`config.mk`:
```
export PLATFORM = sky130hd
export DESIGN_NAME = integer_to_decimal_text_flat
export DESIGN_NICKNAME = d
export VERILOG_FILES = /design/src/rtl/itd_pkg.sv /design/src/rtl/itd_if.sv /design/src/rtl/integer_to_decimal_text.sv /design/src/flat_wrapper.sv
export SDC_FILE = /design/constraint.sdc
export NUM_CORES = 1
export LEC_CHECK = 0
export ABC_CLOCK_PERIOD_IN_PS = 2700
export CAP_MARGIN = 20
export CORE_MARGIN = 10
export CORE_UTILIZATION = 48
export CTS_CLUSTER_DIAMETER = 150
export DETAILED_ROUTE_END_ITERATION = 10
export DONT_BUFFER_PORTS = 1
export PLACE_DENSITY = 0.75
export SLEW_MARGIN = 20
export SYNTH_ARGS = -nofsm -noshare
export SYNTH_HDL_FRONTEND = slang
export SYNTH_SLANG_ARGS = --single-unit
```
`constraint.sdc`:
```
create_clock -name i_clk -period 2.7 [get_ports i_clk]
set_input_delay 0.135 -clock i_clk [delete_from_list [all_inputs] [get_ports i_clk]]
set_output_delay 0.135 -clock i_clk [all_outputs]
set_load 0.1 [all_outputs]
```
`src/rtl/itd_pkg.sv`:
```
`default_nettype none
// ---------------------------------------------------------------------------
// itd_pkg
// Shared constants and types of the integer to decimal text converter.
// ---------------------------------------------------------------------------
package itd_pkg;

    // width of the signed input value
    localparam int DATA_WIDTH = 32;

    // decimal digits needed for the largest magnitude, 2^(DATA_WIDTH-1)
    localparam int NUM_DIGITS = (DATA_WIDTH * 30103) / 100000 + 1;
    localparam int BCD_W      = 4 * NUM_DIGITS;
    localparam int BIT_CNT_W  = $clog2(DATA_WIDTH);
    localparam int DIG_CNT_W  = $clog2(NUM_DIGITS + 1);

    localparam logic [7:0] CHAR_ZERO  = 8'd48;
    localparam logic [7:0] CHAR_MINUS = 8'd45;
    localparam logic [3:0] RADIX      = 4'd10;

    typedef enum logic [1:0] {
        ST_IDLE,
        ST_CONV,
        ST_SIGN,
        ST_EMIT
    } t_state;

endpackage
`default_nettype wire

```
`src/rtl/itd_if.sv`:
```
`default_nettype none
// ---------------------------------------------------------------------------
// itd_if
// Valid/ready channels of the converter: input value and output characters.
// ---------------------------------------------------------------------------
interface itd_in_if
    import itd_pkg::*;
();
    logic                         valid;
    logic                         ready;
    logic signed [DATA_WIDTH-1:0] value;

    modport source (output valid, output value, input ready);
    modport sink   (input valid, input value, output ready);
endinterface

interface itd_out_if;
    logic       valid;
    logic       ready;
    logic [7:0] text_char;
    logic       last_char;

    modport source (output valid, output text_char, output last_char, input ready);
    modport sink   (input valid, input text_char, input last_char, output ready);
endinterface
`default_nettype wire

```
`src/rtl/integer_to_decimal_text.sv`:
```
`default_nettype none
// ---------------------------------------------------------------------------
// integer_to_decimal_text
// Converts a signed integer to its decimal ASCII text, one character per
// output transfer.
// ---------------------------------------------------------------------------
// A value is taken when the block is idle. Its magnitude is converted to BCD
// by a shift-and-add-3 register, one input bit per cycle. The BCD register is
// then shifted out one digit per cycle over all NUM_DIGITS positions (10), a
// digit to be sent waiting while the output register holds an untaken
// character: leading zeros are dropped, every other digit becomes one
// character, with a leading '-' for a negative value. The most negative
// value is converted exactly. last_char marks the final character. An output
// register holds the pending character, so the next digit is prepared while
// the previous transfer waits.
// ---------------------------------------------------------------------------
module integer_to_decimal_text
    import itd_pkg::*;
(
    input  wire          i_clk,
    input  wire          i_rst_n,
    itd_in_if.sink       i_value_ch,
    itd_out_if.source    o_text_ch
);

    typedef struct packed {
        logic load;
        logic step;
        logic shift_digit;
        logic push;
        logic push_sign;
    } t_ctrl;

    t_state                 r_state, n_state;
    logic [DATA_WIDTH-1:0]  r_mag, n_mag;
    logic [BCD_W-1:0]       r_bcd, n_bcd;
    logic [BCD_W-1:0]       w_bcd_adj;
    logic                   r_neg, n_neg;
    logic [BIT_CNT_W-1:0]   r_bit_cnt, n_bit_cnt;
    logic [DIG_CNT_W-1:0]   r_dig_left, n_dig_left;
    logic                   r_started, n_started;
    logic                   r_out_valid, n_out_valid;
    logic [7:0]             r_out_char, n_out_char;
    logic                   r_out_last, n_out_last;

    logic                   w_accept;
    logic                   w_slot_free;
    logic [3:0]             w_top;
    logic                   w_skip_zero;
    logic                   w_last_digit;
    t_ctrl                  w_ctrl;

    assign w_accept     = i_value_ch.valid && i_value_ch.ready;
    assign w_slot_free  = !r_out_valid || o_text_ch.ready;
    assign w_top        = r_bcd[BCD_W-1 -: 4];
    assign w_last_digit = (r_dig_left == DIG_CNT_W'(1));
    assign w_skip_zero  = !r_started && (w_top == 4'd0) && !w_last_digit;

    assign i_value_ch.ready    = (r_state == ST_IDLE);
    assign o_text_ch.valid     = r_out_valid;
    assign o_text_ch.text_char = r_out_char;
    assign o_text_ch.last_char = r_out_last;

    // add 3 to every digit of 5 or more before the shift
    always_comb begin
        for (int d = 0; d < NUM_DIGITS; d++) begin
            w_bcd_adj[4*d +: 4] = (r_bcd[4*d +: 4] >= 4'd5) ?
                                  r_bcd[4*d +: 4] + 4'd3 : r_bcd[4*d +: 4];
        end
    end

    // next state
    always_comb begin
        n_state = r_state;
        case (r_state)
            ST_IDLE: begin
                if (w_accept) begin
                    n_state = ST_CONV;
                end
            end
            ST_CONV: begin
                if (r_bit_cnt == '0) begin
                    n_state = r_neg ? ST_SIGN : ST_EMIT;
                end
            end
            ST_SIGN: begin
                if (w_slot_free) begin
                    n_state = ST_EMIT;
                end
            end
            ST_EMIT: begin
                if (!w_skip_zero && w_slot_free && w_last_digit) begin
                    n_state = ST_IDLE;
                end
            end
            default: n_state = ST_IDLE;
        endcase
    end

    // control outputs
    always_comb begin
        w_ctrl = '0;
        case (r_state)
            ST_IDLE: w_ctrl.load = w_accept;
            ST_CONV: w_ctrl.step = 1'b1;
            ST_SIGN: begin
                w_ctrl.push      = w_slot_free;
                w_ctrl.push_sign = w_slot_free;
            end
            ST_EMIT: begin
                w_ctrl.shift_digit = w_skip_zero || w_slot_free;
                w_ctrl.push        = !w_skip_zero && w_slot_free;
            end
            default: w_ctrl = '0;
        endcase
    end

    // datapath
    always_comb begin
        n_mag       = r_mag;
        n_bcd       = r_bcd;
        n_neg       = r_neg;
        n_bit_cnt   = r_bit_cnt;
        n_dig_left  = r_dig_left;
        n_started   = r_started;
        n_out_valid = r_out_valid && !o_text_ch.ready;
        n_out_char  = r_out_char;
        n_out_last  = r_out_last;

        if (w_ctrl.load) begin
            n_neg      = i_value_ch.value[DATA_WIDTH-1];
            n_mag      = i_value_ch.value[DATA_WIDTH-1] ?
                         DATA_WIDTH'(~i_value_ch.value) + DATA_WIDTH'(1) :
                         DATA_WIDTH'(i_value_ch.value);
            n_bcd      = '0;
            n_bit_cnt  = BIT_CNT_W'(DATA_WIDTH - 1);
            n_dig_left = DIG_CNT_W'(NUM_DIGITS);
            n_started  = 1'b0;
        end
        if (w_ctrl.step) begin
            n_bcd     = {w_bcd_adj[BCD_W-2:0], r_mag[DATA_WIDTH-1]};
            n_mag     = {r_mag[DATA_WIDTH-2:0], 1'b0};
            n_bit_cnt = r_bit_cnt - BIT_CNT_W'(1);
        end
        if (w_ctrl.shift_digit) begin
            n_bcd      = {r_bcd[BCD_W-5:0], 4'd0};
            n_dig_left = r_dig_left - DIG_CNT_W'(1);
        end
        if (w_ctrl.push) begin
            n_out_valid = 1'b1;
            if (w_ctrl.push_sign) begin
                n_out_char = CHAR_MINUS;
                n_out_last = 1'b0;
            end else begin
                n_out_char = CHAR_ZERO + {4'd0, w_top};
                n_out_last = w_last_digit;
                n_started  = 1'b1;
            end
        end
    end

    always_ff @(posedge i_clk) begin
        if (!i_rst_n) begin
            r_state     <= ST_IDLE;
            r_out_valid <= 1'b0;
            r_started   <= 1'b0;
            r_bit_cnt   <= '0;
            r_dig_left  <= '0;
            r_neg       <= 1'b0;
        end else begin
            r_state     <= n_state;
            r_out_valid <= n_out_valid;
            r_started   <= n_started;
            r_bit_cnt   <= n_bit_cnt;
            r_dig_left  <= n_dig_left;
            r_neg       <= n_neg;
        end
    end

    always_ff @(posedge i_clk) begin
        r_mag      <= n_mag;
        r_bcd      <= n_bcd;
        r_out_char <= n_out_char;
        r_out_last <= n_out_last;
    end

    // a transfer in always starts conversion
    a_accept_conv: assert property (@(posedge i_clk) disable iff (!i_rst_n)
        w_accept |=> (r_state == ST_CONV))
        else $error("accepted value did not start conversion");

    // digits are shifted out only while some remain
    a_digits_left: assert property (@(posedge i_clk) disable iff (!i_rst_n)
        (r_state == ST_EMIT) |-> (r_dig_left != '0))
        else $error("emit state with no digits left");

    // bcd digits stay decimal while shifting out
    a_top_decimal: assert property (@(posedge i_clk) disable iff (!i_rst_n)
        (r_state == ST_EMIT) |-> (w_top < RADIX))
        else $error("non-decimal digit in bcd register");

    // only a sign or a digit character is ever presented
    a_char_code: assert property (@(posedge i_clk) disable iff (!i_rst_n)
        r_out_valid |-> ((r_out_char == CHAR_MINUS) ||
                         ((r_out_char >= CHAR_ZERO) &&
                          (r_out_char < CHAR_ZERO + {4'd0, RADIX}))))
        else $error("illegal output character");

    // a sign is never the final character
    a_sign_not_last: assert property (@(posedge i_clk) disable iff (!i_rst_n)
        (r_out_valid && (r_out_char == CHAR_MINUS)) |-> !r_out_last)
        else $error("sign flagged as last character");

endmodule
`default_nettype wire

```
`src/flat_wrapper.sv`:
```
// flat-port wrapper written by rule: the top's interface ports become plain ports
module integer_to_decimal_text_flat import itd_pkg::*;
  (i_clk, i_rst_n, i_value_ch_valid, i_value_ch_value, i_value_ch_ready, o_text_ch_valid, o_text_ch_text_char, o_text_ch_last_char, o_text_ch_ready);
  itd_in_if i_value_ch_i ();
  itd_out_if o_text_ch_i ();
  input  wire i_clk;
  input  wire i_rst_n;
  input wire logic [$bits(i_value_ch_i.valid)-1:0] i_value_ch_valid;
  input wire logic [$bits(i_value_ch_i.value)-1:0] i_value_ch_value;
  output wire logic [$bits(i_value_ch_i.ready)-1:0] i_value_ch_ready;
  output wire logic [$bits(o_text_ch_i.valid)-1:0] o_text_ch_valid;
  output wire logic [$bits(o_text_ch_i.text_char)-1:0] o_text_ch_text_char;
  output wire logic [$bits(o_text_ch_i.last_char)-1:0] o_text_ch_last_char;
  input wire logic [$bits(o_text_ch_i.ready)-1:0] o_text_ch_ready;
  assign i_value_ch_i.valid = i_value_ch_valid;
  assign i_value_ch_i.value = i_value_ch_value;
  assign i_value_ch_ready = i_value_ch_i.ready;
  assign o_text_ch_valid = o_text_ch_i.valid;
  assign o_text_ch_text_char = o_text_ch_i.text_char;
  assign o_text_ch_last_char = o_text_ch_i.last_char;
  assign o_text_ch_i.ready = o_text_ch_ready;
  integer_to_decimal_text u_core (.i_clk(i_clk), .i_rst_n(i_rst_n), .i_value_ch(i_value_ch_i), .o_text_ch(o_text_ch_i));
endmodule
```
==> Word-level counts from Yosys, hierarchy flattened <==
Cells that the tools add are included.
{ "totals": {"register_bits": 95, "in_bits": 36, "output_inout_bits": 11, "elab_cells": 100} }
{ "classes": {"magnitude_cmp": 10, "eq_ne": 8, "n_mux": 35, "n_addsub": 14, "reduce_logical": 20, "bitwise": 1} }
{ "op_table": {"columns": ["operator", "count"], "rows": [
  ["2-to-1 mux 40 bit", 3],
  ["2-to-1 mux 32 bit", 3],
  ["2-to-1 mux 4 bit", 11],
  ["greater-or-equal comparator 4 x 3 -> 1 bit (second input constant)", 10],
  ["adder 4 x 2 -> 4 bit (second input constant)", 9],
  ["adder 32 x 2 -> 32 bit (second input constant)", 1],
  ["NOT 32 bit", 1],
  ["2-to-1 mux 5 bit", 2],
  ["2-to-1 mux 1 bit", 9],
  ["2-to-1 mux 2 bit", 4],
  ["case mux 2 bit (4 select lines)", 1],
  ["adder 6 x 4 -> 7 bit (first input constant)", 1],
  ["logical AND 1 bit", 6],
  ["!= test 2 x 1 -> 1 bit (second input constant)", 3],
  ["zero test 1 bit", 5],
  ["zero test 5 bit", 1],
  ["subtractor 5 x 1 -> 5 bit (second input constant)", 1],
  ["equality test 2 bit (second input constant)", 2],
  ["equality test 4 x 1 -> 1 bit (second input constant)", 1],
  ["zero test 4 bit", 1],
  ["AND reduction 4 bit", 1],
  ["nonzero test 2 bit", 2],
  ["subtractor 4 x 1 -> 4 bit (second input constant)", 1],
  ["adder 3 x 2 -> 3 bit (second input constant)", 1],
  ["7 further kinds", 8]
]} }

==> Depth between registers and ports, before layout <==
Gate-level depths: netlist of run 1.
{ "logic_depth": {"ltp_word": 8, "depth_mapped": 9, "depth_no_buf": 7} }

==> Worst setup path after synthesis of run 1 <==
No wires, ideal clock.
{ "synth_path": {"path_type": "register to register", "start": "reg u_core.r_state[0]", "end": "reg u_core.r_bcd[10] (enable)", "required_time_ps": 2306, "setup_time_ps": 394, "n_path_buf": 1, "path_slack_ps": -385, "synth_period_minus_slack_ps": 3085, "arrival_ps": 2692, "path_stages_with_launch": 7, "cell_sequence": "dfxtp_1 > inv_1 > ha_1 > and2_1 > clkbuf_1 > nor2_1 > nand2_1"} }
{ "synth_between": {"elab_chain_len": 4, "elab_cells_between_ends": 8, "classes_between": "eq/ne (2); mux (3); reduce/logical (3)"} }
{ "synth_rtl": {"columns": ["element", "line", "source"], "rows": [
  ["start, declared", "integer_to_decimal_text.sv:34", "t_state r_state, n_state;"],
  ["start signal, assigned", "integer_to_decimal_text.sv:171", "r_state <= n_state;"],
  ["zero test 2 bit *", "integer_to_decimal_text.sv:59", "assign i_value_ch.ready = (r_state == ST_IDLE);"],
  ["via i_value_ch_ready", "flat_wrapper.sv:10", "output wire logic [$bits(i_value_ch_i.ready)-1:0] i_value_ch_ready;"],
  ["logical AND 1 bit", "integer_to_decimal_text.sv:53", "assign w_accept = i_value_ch.valid && i_value_ch.ready;"],
  ["2-to-1 mux 1 bit *", "integer_to_decimal_text.sv:103", "case (r_state)"],
  ["nonzero test 3 bit (no source line) *", null, null],
  ["end signal, assigned", "integer_to_decimal_text.sv:182", "r_bcd <= n_bcd;"],
  ["end, declared", "integer_to_decimal_text.sv:36", "logic [BCD_W-1:0] r_bcd, n_bcd;"]
]} }
Mark *: on every way through the listed nets, which the timed path passes. The rest lies on a longest branch.
A chain may end at the register's enable or synchronous reset.

==> Final worst setup path of run 1 <==
{ "layout_path": {"start": "reg u_core.r_dig_left[0]", "end": "reg u_core.r_bcd[8], data pin"} }
{ "layout_between": {"elab_chain_len": 6} }
{ "layout_rtl": {"columns": ["element", "line", "source"], "rows": [
  ["start, declared", "integer_to_decimal_text.sv:40", "logic [DIG_CNT_W-1:0] r_dig_left, n_dig_left;"],
  ["start signal, assigned", "integer_to_decimal_text.sv:175", "r_dig_left <= n_dig_left;"],
  ["equality test 4 x 1 -> 1 bit", "integer_to_decimal_text.sv:56", "assign w_last_digit = (r_dig_left == DIG_CNT_W'(1));"],
  ["zero test 1 bit", "integer_to_decimal_text.sv:57", "assign w_skip_zero = !r_started && (w_top == 4'd0) && !w_last_digit;"],
  ["logical AND 1 bit", "integer_to_decimal_text.sv:57", null],
  ["logical OR 1 bit", "integer_to_decimal_text.sv:111", "w_ctrl.shift_digit = w_skip_zero || w_slot_free;"],
  ["2-to-1 mux 1 bit", "integer_to_decimal_text.sv:103", null],
  ["2-to-1 mux 40 bit", "integer_to_decimal_text.sv:145", "if (w_ctrl.shift_digit) begin"],
  ["via u_core.n_bcd[8]", "integer_to_decimal_text.sv:36", null]
]} }
The timed path passes the listed nets, and every way through them passes these cells.

==> impl_metrics.py, run 1 <==
metrics = {
    "status": {
        "outcome": "finished, final reports clean",
    },
    "finish": {
        "drive_above_1_share": 0.0773,
        "regArea_mm2": 0.00257,
        "num_antenna_cells": 0,
        "stdcell_count": 738,
        "layout.nets": 656,
        "fillCellCount": 1019,
        "multi_input_comb_area_mm2": 0.00289,
        "area_growth_pct": 8.87,
    },
    "setup_path": {
        "cp-start-kind": "flop",
        "worstPathRequired_ns": 2.85,
        "cp-end-kind": "flop",
        "critPathMaxFanout": 35,
        "crit_chain": "ha_1, or3b_1, nand2_1, a21bo_2, a22oi_1, o32ai_1",
        "slowest_stage": "a21bo_2",
        "crit_path_max_incr_delay_ns": 0.61,
        "worstPathArrival_ns": 2.58,
        "crit_type": "reg2reg",
    },
    "grt": {
        "grt_antenna_before_repair": 0,
        "grt_pass1_vias": 4255,
        "track_usage": 0.143,
        "grt_overflow": 0,
        "grt_pass1_wl_um": 19700,
        "grt_max_degree": 51,
    },
    "timing": {
        "slew-limit-headroom": 0.404,
        "min_period_ns": 2.42,
        "maxSlewViolCount": 0,
        "final-setup-viol-count": 0,
        "hold_violations": 0,
        "rsz0062_at_grt": "false",
        "achievable-frequency_mhz": 413,
        "min_period_over_period": 0.897,
        "worstMarginPinSlew_ns": 0.895,
        "fin_skew_ns": 0.00651,
        "tns_ns": 0,
    },
    "floorplan": {
        "initial_core_util": 0.494,
        "fp.dieArea_mm2": 0.0166,
        "boundaryPins": 47,
        "die_w_um": 129,
        "die-height_um": 129,
        "core-area_mm2": 0.0115,
        "fp-row-count": 39,
    },
    "logic_synthesis": {
        "async_reset_ff_frac": 0,
        "avgSynthCellArea_um2": 9.57,
        "synth_edf_count": 73,
        "synthCells": 594,
        "ys.flop_type": "edfxtp_1",
        "seq_area_frac_synth": 0.453,
        "synth-seq-cells": 92,
        "syn_area_mm2": 0.00568,
        "ys.warnings.count": 0,
        "synth_cell_types": 56,
    },
    "flow_run": {
        "maxCapViolations": 0,
    },
    "clocking": {
        "cts_tree": "yes",
        "ctsHoldBuffers": 3,
        "insertion_delay_ns": 0.34,
        "htreeDepth": 3,
        "root_buffer": "clkbuf_16",
        "post_cts_resized": 0,
        "clk_pin_slew_ns": 0.06,
        "postCtsSetupRepairBufs": 0,
        "cts.sinks": 92,
        "clock_path_buffers": 2,
        "numCtsBuffers": 9,
    },
    "placement": {
        "port_buffers": 0,
        "finalWeightedCongestion": 0.840,
        "place_inst": 719,
        "post-dp-hpwl_um": 8300,
    },
    "drt": {
        "wl_um": 11800,
        "num_vias": 4352,
        "firstDrtPassIters": 5,
        "ant_nets": 0,
        "avgViaCountPerCell": 5.90,
        "drtIter0Drc": 390,
        "wl_per_cell_um": 16.0,
        "drc": 0,
    },
    "pwr": {
        "p_per_area_mw_per_mm2": 1160,
        "power_leakage_uw": 0.00229,
        "peakVddDrop_v": 0.000644,
    },
    "min_path": {
        "holdCritPathClass": "in2reg",
    },
}
critical path: cells and delay by family (launching register included):
family | cells | cell delay, ns
AO/OA/AOI/OAI | 3 | 1.09
AND/OR/NAND/NOR | 2 | 0.61
flip-flops | 1 | 0.38
adder cells (fa/ha/maj) | 1 | 0.15
cell families after synthesis:
group	synth area share
simple gates	0.180
compound gates	0.182
flops	0.453
buf+inv	0.0434
xor+xnor	0.0601
fa+ha+maj	0.0660
mux	0.0141
other cells	0.00132
state kept, by name, indices dropped and copies added (netlist names):
name / cells
u_core.o_text_ch.last_char: 1
u_core.r_dig_left: 4
u_core.r_bit_cnt: 5
u_core.r_mag: 32
u_core.r_started: 1
u_core.r_bcd: 40
u_core.r_state: 2
u_core.r_neg: 1
u_core.o_text_ch.text_char: 5
u_core.o_text_ch.valid: 1
cells in the mapped netlist, drive strengths merged (6+ instances only):
cell type  count  share of area
nand2         90          0.059
edfxtp        73           0.39
o21ai         63          0.055
inv           31          0.020
o31ai         31          0.041
a21oi         30          0.026
ha            30          0.066
xor2          28          0.043
nand3         26          0.023
clkbuf        21          0.014
dfxtp         19          0.067
nand2b        17          0.019
nor2          16          0.011
nor3b         11          0.015
xnor2         11          0.017
buf           10         0.0090
mux2i          8          0.014
nor3           7         0.0070
o41ai          7          0.015
nand4b         6         0.0092
nor2b          6         0.0066
layer usage:
metal	vias up	part of all wire	GRT usage
li1	2154	-	-
met1	2063	0.43	0.174
met2	121	0.49	0.236
met3	14	0.067	0.0485
met4	0	0.012	0.0435
met5	-	0	0
layout make-up:
class / instances / area share
sequential: 92 / 0.416
clock buffer: 11 / 0.0408
inverter: 31 / 0.0188
tap: 143 / 0.0289
clock inverter: 5 / 0.00546
multi-input combinational: 441 / 0.467
timing repair buffer: 15 / 0.0235
worst paths after layout:
check	from	endpoint	slack (ns)	depth (start not counted)
worst min register to register	u_core.r_mag[0]	u_core.r_mag[0]	0.47	2
worst max register to register	u_core.r_dig_left[0]	u_core.r_bcd[8]	0.28	6
worst min-delay path	i_value_ch_value[29]	u_core.r_mag[31]	0.01	1
worst max-delay path	u_core.r_dig_left[0]	u_core.r_bcd[8]	0.28	6
layout by cell type, fill, tap and decap left out, types with 4 or more instances in the layout:
| master | Yosys | routed |
|---|---|---|
| nand3_1 | 26 | 26 |
| xor2_1 | 28 | 28 |
| clkbuf_16 | 0 | 9 |
| inv_1 | 31 | 31 |
| nor2b_1 | 6 | 6 |
| o32ai_1 | 4 | 4 |
| dfxtp_1 | 19 | 18 |
| or3_1 | 4 | 4 |
| o31ai_1 | 31 | 31 |
| o41ai_1 | 5 | 5 |
| edfxtp_1 | 73 | 73 |
| nor3b_1 | 11 | 11 |
| ha_1 | 30 | 28 |
| a22oi_1 | 5 | 5 |
| a21oi_1 | 30 | 30 |
| o21ai_1 | 10 | 10 |
| o21ai_0 | 53 | 53 |
| nand2b_1 | 17 | 17 |
| nand4b_1 | 6 | 6 |
| mux2i_1 | 8 | 8 |
| buf_4 | 3 | 10 |
| nand2_1 | 90 | 89 |
| xnor2_1 | 11 | 11 |
| nor3_1 | 6 | 6 |
| nor2_1 | 16 | 16 |
where the power goes:
part	switching (uW)	internal [uW]
clock network	526	676
logic	1760	1090
registers	645	2470
stage by stage:
| stage | power, uW | worst slack, ns | area (um2) | util | hold slack, ns |
|---|---|---|---|---|---|
| 3_5_place_dp | 5970 | 0.324 | 5870 | 0.510 | 0.274 |
| 4_1_cts | 7200 | 0.318 | 6190 | 0.537 | 0.00157 |
| 3_3_place_gp | 5770 | 0.413 | 5870 | 0.510 | 0.263 |
| 5_1_grt | 7730 | 0.128 | 6190 | 0.537 | 0.00406 |
| 6_report | 7170 | 0.278 | 6190 | 0.537 | 0.0139 |
| 2_1_floorplan | 5200 | 0.0627 | 5690 | - | 0.271 |
(Power assumes the default switching activity.)
==> run 2: changes to the inputs <==
ABC_AREA = 1   (was unset)
==> impl_metrics.py, run 2 <==
metrics = {
    "grt": {
        "grt_antenna_before_repair": 0,
        "grt_pass1_wl_um": 21400,
        "grt_overflow": 0,
        "grt_max_degree": 37,
        "grt_pass1_vias": 4672,
        "track_usage": 0.155,
    },
    "placement": {
        "post-dp-hpwl_um": 9420,
        "port_buffers": 0,
        "placed_area_mm2": 0.00598,
        "place_ws_ns": 0.604,
        "finalWeightedCongestion": 0.887,
    },
    "setup_path": {
        "worstPathRequired_ns": 2.89,
        "cp_common_cell": "inv_1",
        "crit_path_max_incr_delay_ns": 0.55,
        "cp-start-kind": "flop",
        "critPathMaxFanout": 21,
        "reg2reg_slack_ns": 0.58,
        "slowest_stage": "inv_1",
        "crit_type": "reg2reg",
        "cp-end-kind": "flop",
        "crit_chain": "inv_1, ha_2, nand2_1, inv_1, nand2_1, inv_1, o21ai_0, o21ai_0",
        "worstPathArrival_ns": 2.31,
        "critical_path.top_delay_family": "buffers and inverters",
        "crit_buf_inv": 3,
    },
    "pwr": {
        "power_frac_seq": 0.409,
        "p_per_area_mw_per_mm2": 1180,
        "intPower_uw": 4250,
        "power_uw": 7410,
        "p_comb_frac": 0.425,
        "switching_power_uw": 3160,
        "power_leakage_uw": 0.00263,
        "pwr-share-clk": 0.166,
        "peakVddDrop_v": 0.000532,
        "p_sw_frac": 0.427,
    },
    "clocking": {
        "post_cts_resized": 0,
        "cts_tree": "yes",
        "clock_path_buffers": 2,
        "numCtsBuffers": 9,
        "cts.sinks": 92,
        "htreeDepth": 3,
        "clk_pin_slew_ns": 0.07,
        "postCtsSetupRepairBufs": 0,
        "root_buffer": "clkbuf_16",
        "insertion_delay_ns": 0.34,
    },
    "finish": {
        "area_growth_pct": 7.26,
        "drive_above_1_share": 0.0915,
        "top_register": "u_core.r_bcd",
        "layout.nets": 782,
        "fin_area_mm2": 0.00628,
        "largest_reg_flops": 40,
        "num_antenna_cells": 0,
        "final_core_util": 0.525,
        "layout_common_cells": "168 x nand2_1, 95 x inv_1, 74 x o21ai_0",
        "final_common_cell": "nand2_1",
        "reg_top3": "u_core.r_bcd (40), u_core.r_mag (32)",
    },
    "timing": {
        "final-setup-viol-count": 0,
        "tns_ns": 0,
        "hold_violations": 0,
        "slew-limit-headroom": 0.404,
        "min_period_over_period": 0.786,
        "fin_skew_ns": 0.00440,
        "maxSlewViolCount": 0,
        "worstMarginPinSlew_ns": 0.896,
        "fin_ws_ns": 0.577,
        "rsz0062_at_grt": "false",
        "achievable-frequency_mhz": 471,
        "min_period_ns": 2.12,
    },
    "logic_synthesis": {
        "synth_most_common_cell": "nand2_1",
        "synth_top_cell_by_area": "edfxtp_1",
        "synth_edf_count": 73,
        "synthTopCellsByCount": "168 x nand2_1, 95 x inv_1, 74 x o21ai_0",
        "synth.area.top_cells": "edfxtp_1 37%, nand2_1 11%, dfxtp_1 6.5%",
        "ys.flop_type": "edfxtp_1",
        "synth-seq-cells": 92,
        "syn_area_mm2": 0.00586,
        "synth_cell_types": 36,
        "ys.warnings.count": 0,
        "async_reset_ff_frac": 0,
        "avgSynthCellArea_um2": 8.20,
        "synthCells": 714,
        "seq_area_frac_synth": 0.439,
        "synth_top_cell_area_share": 0.374,
    },
    "min_path": {
        "holdCritPathClass": "in2reg",
    },
    "flow_run": {
        "maxCapViolations": 0,
    },
    "floorplan": {
        "initial_core_util": 0.490,
        "boundaryPins": 47,
        "fp-row-count": 40,
        "fp.dieArea_mm2": 0.0170,
        "die_w_um": 130,
        "core-area_mm2": 0.0120,
        "die-height_um": 130,
    },
    "drt": {
        "firstDrtPassIters": 5,
        "num_vias": 4779,
        "ant_nets": 0,
        "drtIter0Drc": 394,
        "wl_per_cell_um": 15.1,
        "drc": 0,
        "avgViaCountPerCell": 5.51,
        "wl_um": 13100,
    },
    "status": {
        "outcome": "finished, final reports clean",
    },
}
-- run 2: cell count changes in the layout (fill, tap and decap cells not counted), sizes merged, moves of 10 or more --
cell and change:
nand2 +80, or2 +12, xnor2 -10, nor2 +45, inv +63, o21ai +18
o22ai +38, xor2 -16, nand3 +17, nand2b -17, nor3b -11, o31ai -30
-- run 2: layout make-up --
type	instances	area [um2]
clock buffer	10	229
clock inverter	6	55.1
fill	1068	5680
inverter	96	360
multi-input combinational	505	2770
sequential	92	2570
tap	147	184
timing repair buffer	12	108
-- run 2: what timing repair did --
action                     CTS  global route
hold endpoints to repair     9             0
hold buffers                 2             0
setup endpoints to repair    0             0
-- run 2: through the flow --
| stage | instances | hold WS [ns] |
|---|---|---|
| floorplan | 715 | 0.328 |
| global placement | 850 | 0.259 |
| detailed placement | 850 | 0.263 |
| CTS | 868 | 0.0171 |
| global route | 868 | 0.0105 |
| finish | 868 | 0.0173 |
-- run 2: worst paths after layout --
| check | start | end | cells past startpoint |
|---|---|---|---|
| min reg2reg | u_core.r_bit_cnt[4] | u_core.r_bit_cnt[4] | 2 |
| max reg2reg | u_core.r_state[0] | u_core.r_mag[4] | 8 |
| min | i_value_ch_value[10] | u_core.r_mag[10] | 2 |
| max | u_core.r_state[0] | u_core.r_mag[4] | 8 |
-- run 2: logic make-up (layout without fill, tap and decap cells) --
family                     Yosys count  in the layout  share of synthesized area
adders and majority gates           30             30                     0.0641
and+or+nand+nor                    303            303                      0.219
DFF                                 92             92                      0.439
AOI/OAI and AO/OA                  156            156                      0.168
buffers and inverters              118            124                     0.0882
xor gates and xnor gates            13             13                     0.0194
other                                2              3                    0.00128
-- run 2: metal layers --
metal  track usage  vias to the layer above  part of all wire
met3        0.0552                       14             0.079
met2         0.262                      127              0.48
met4        0.0491                        0             0.011
met1         0.179                     2234              0.43
li1              -                     2404                 -
met5             0                        -                 0
-- run 2: power by group through the flow --
stage	clock (uW)	combinational [uW]	sequential (uW)
after floorplan	0	2490	2980
after detailed placement	0	3100	3040
final	1230	3150	3030
after global placement	0	2950	3010
after global routing	1310	3550	3090
after CTS	1250	3130	3030
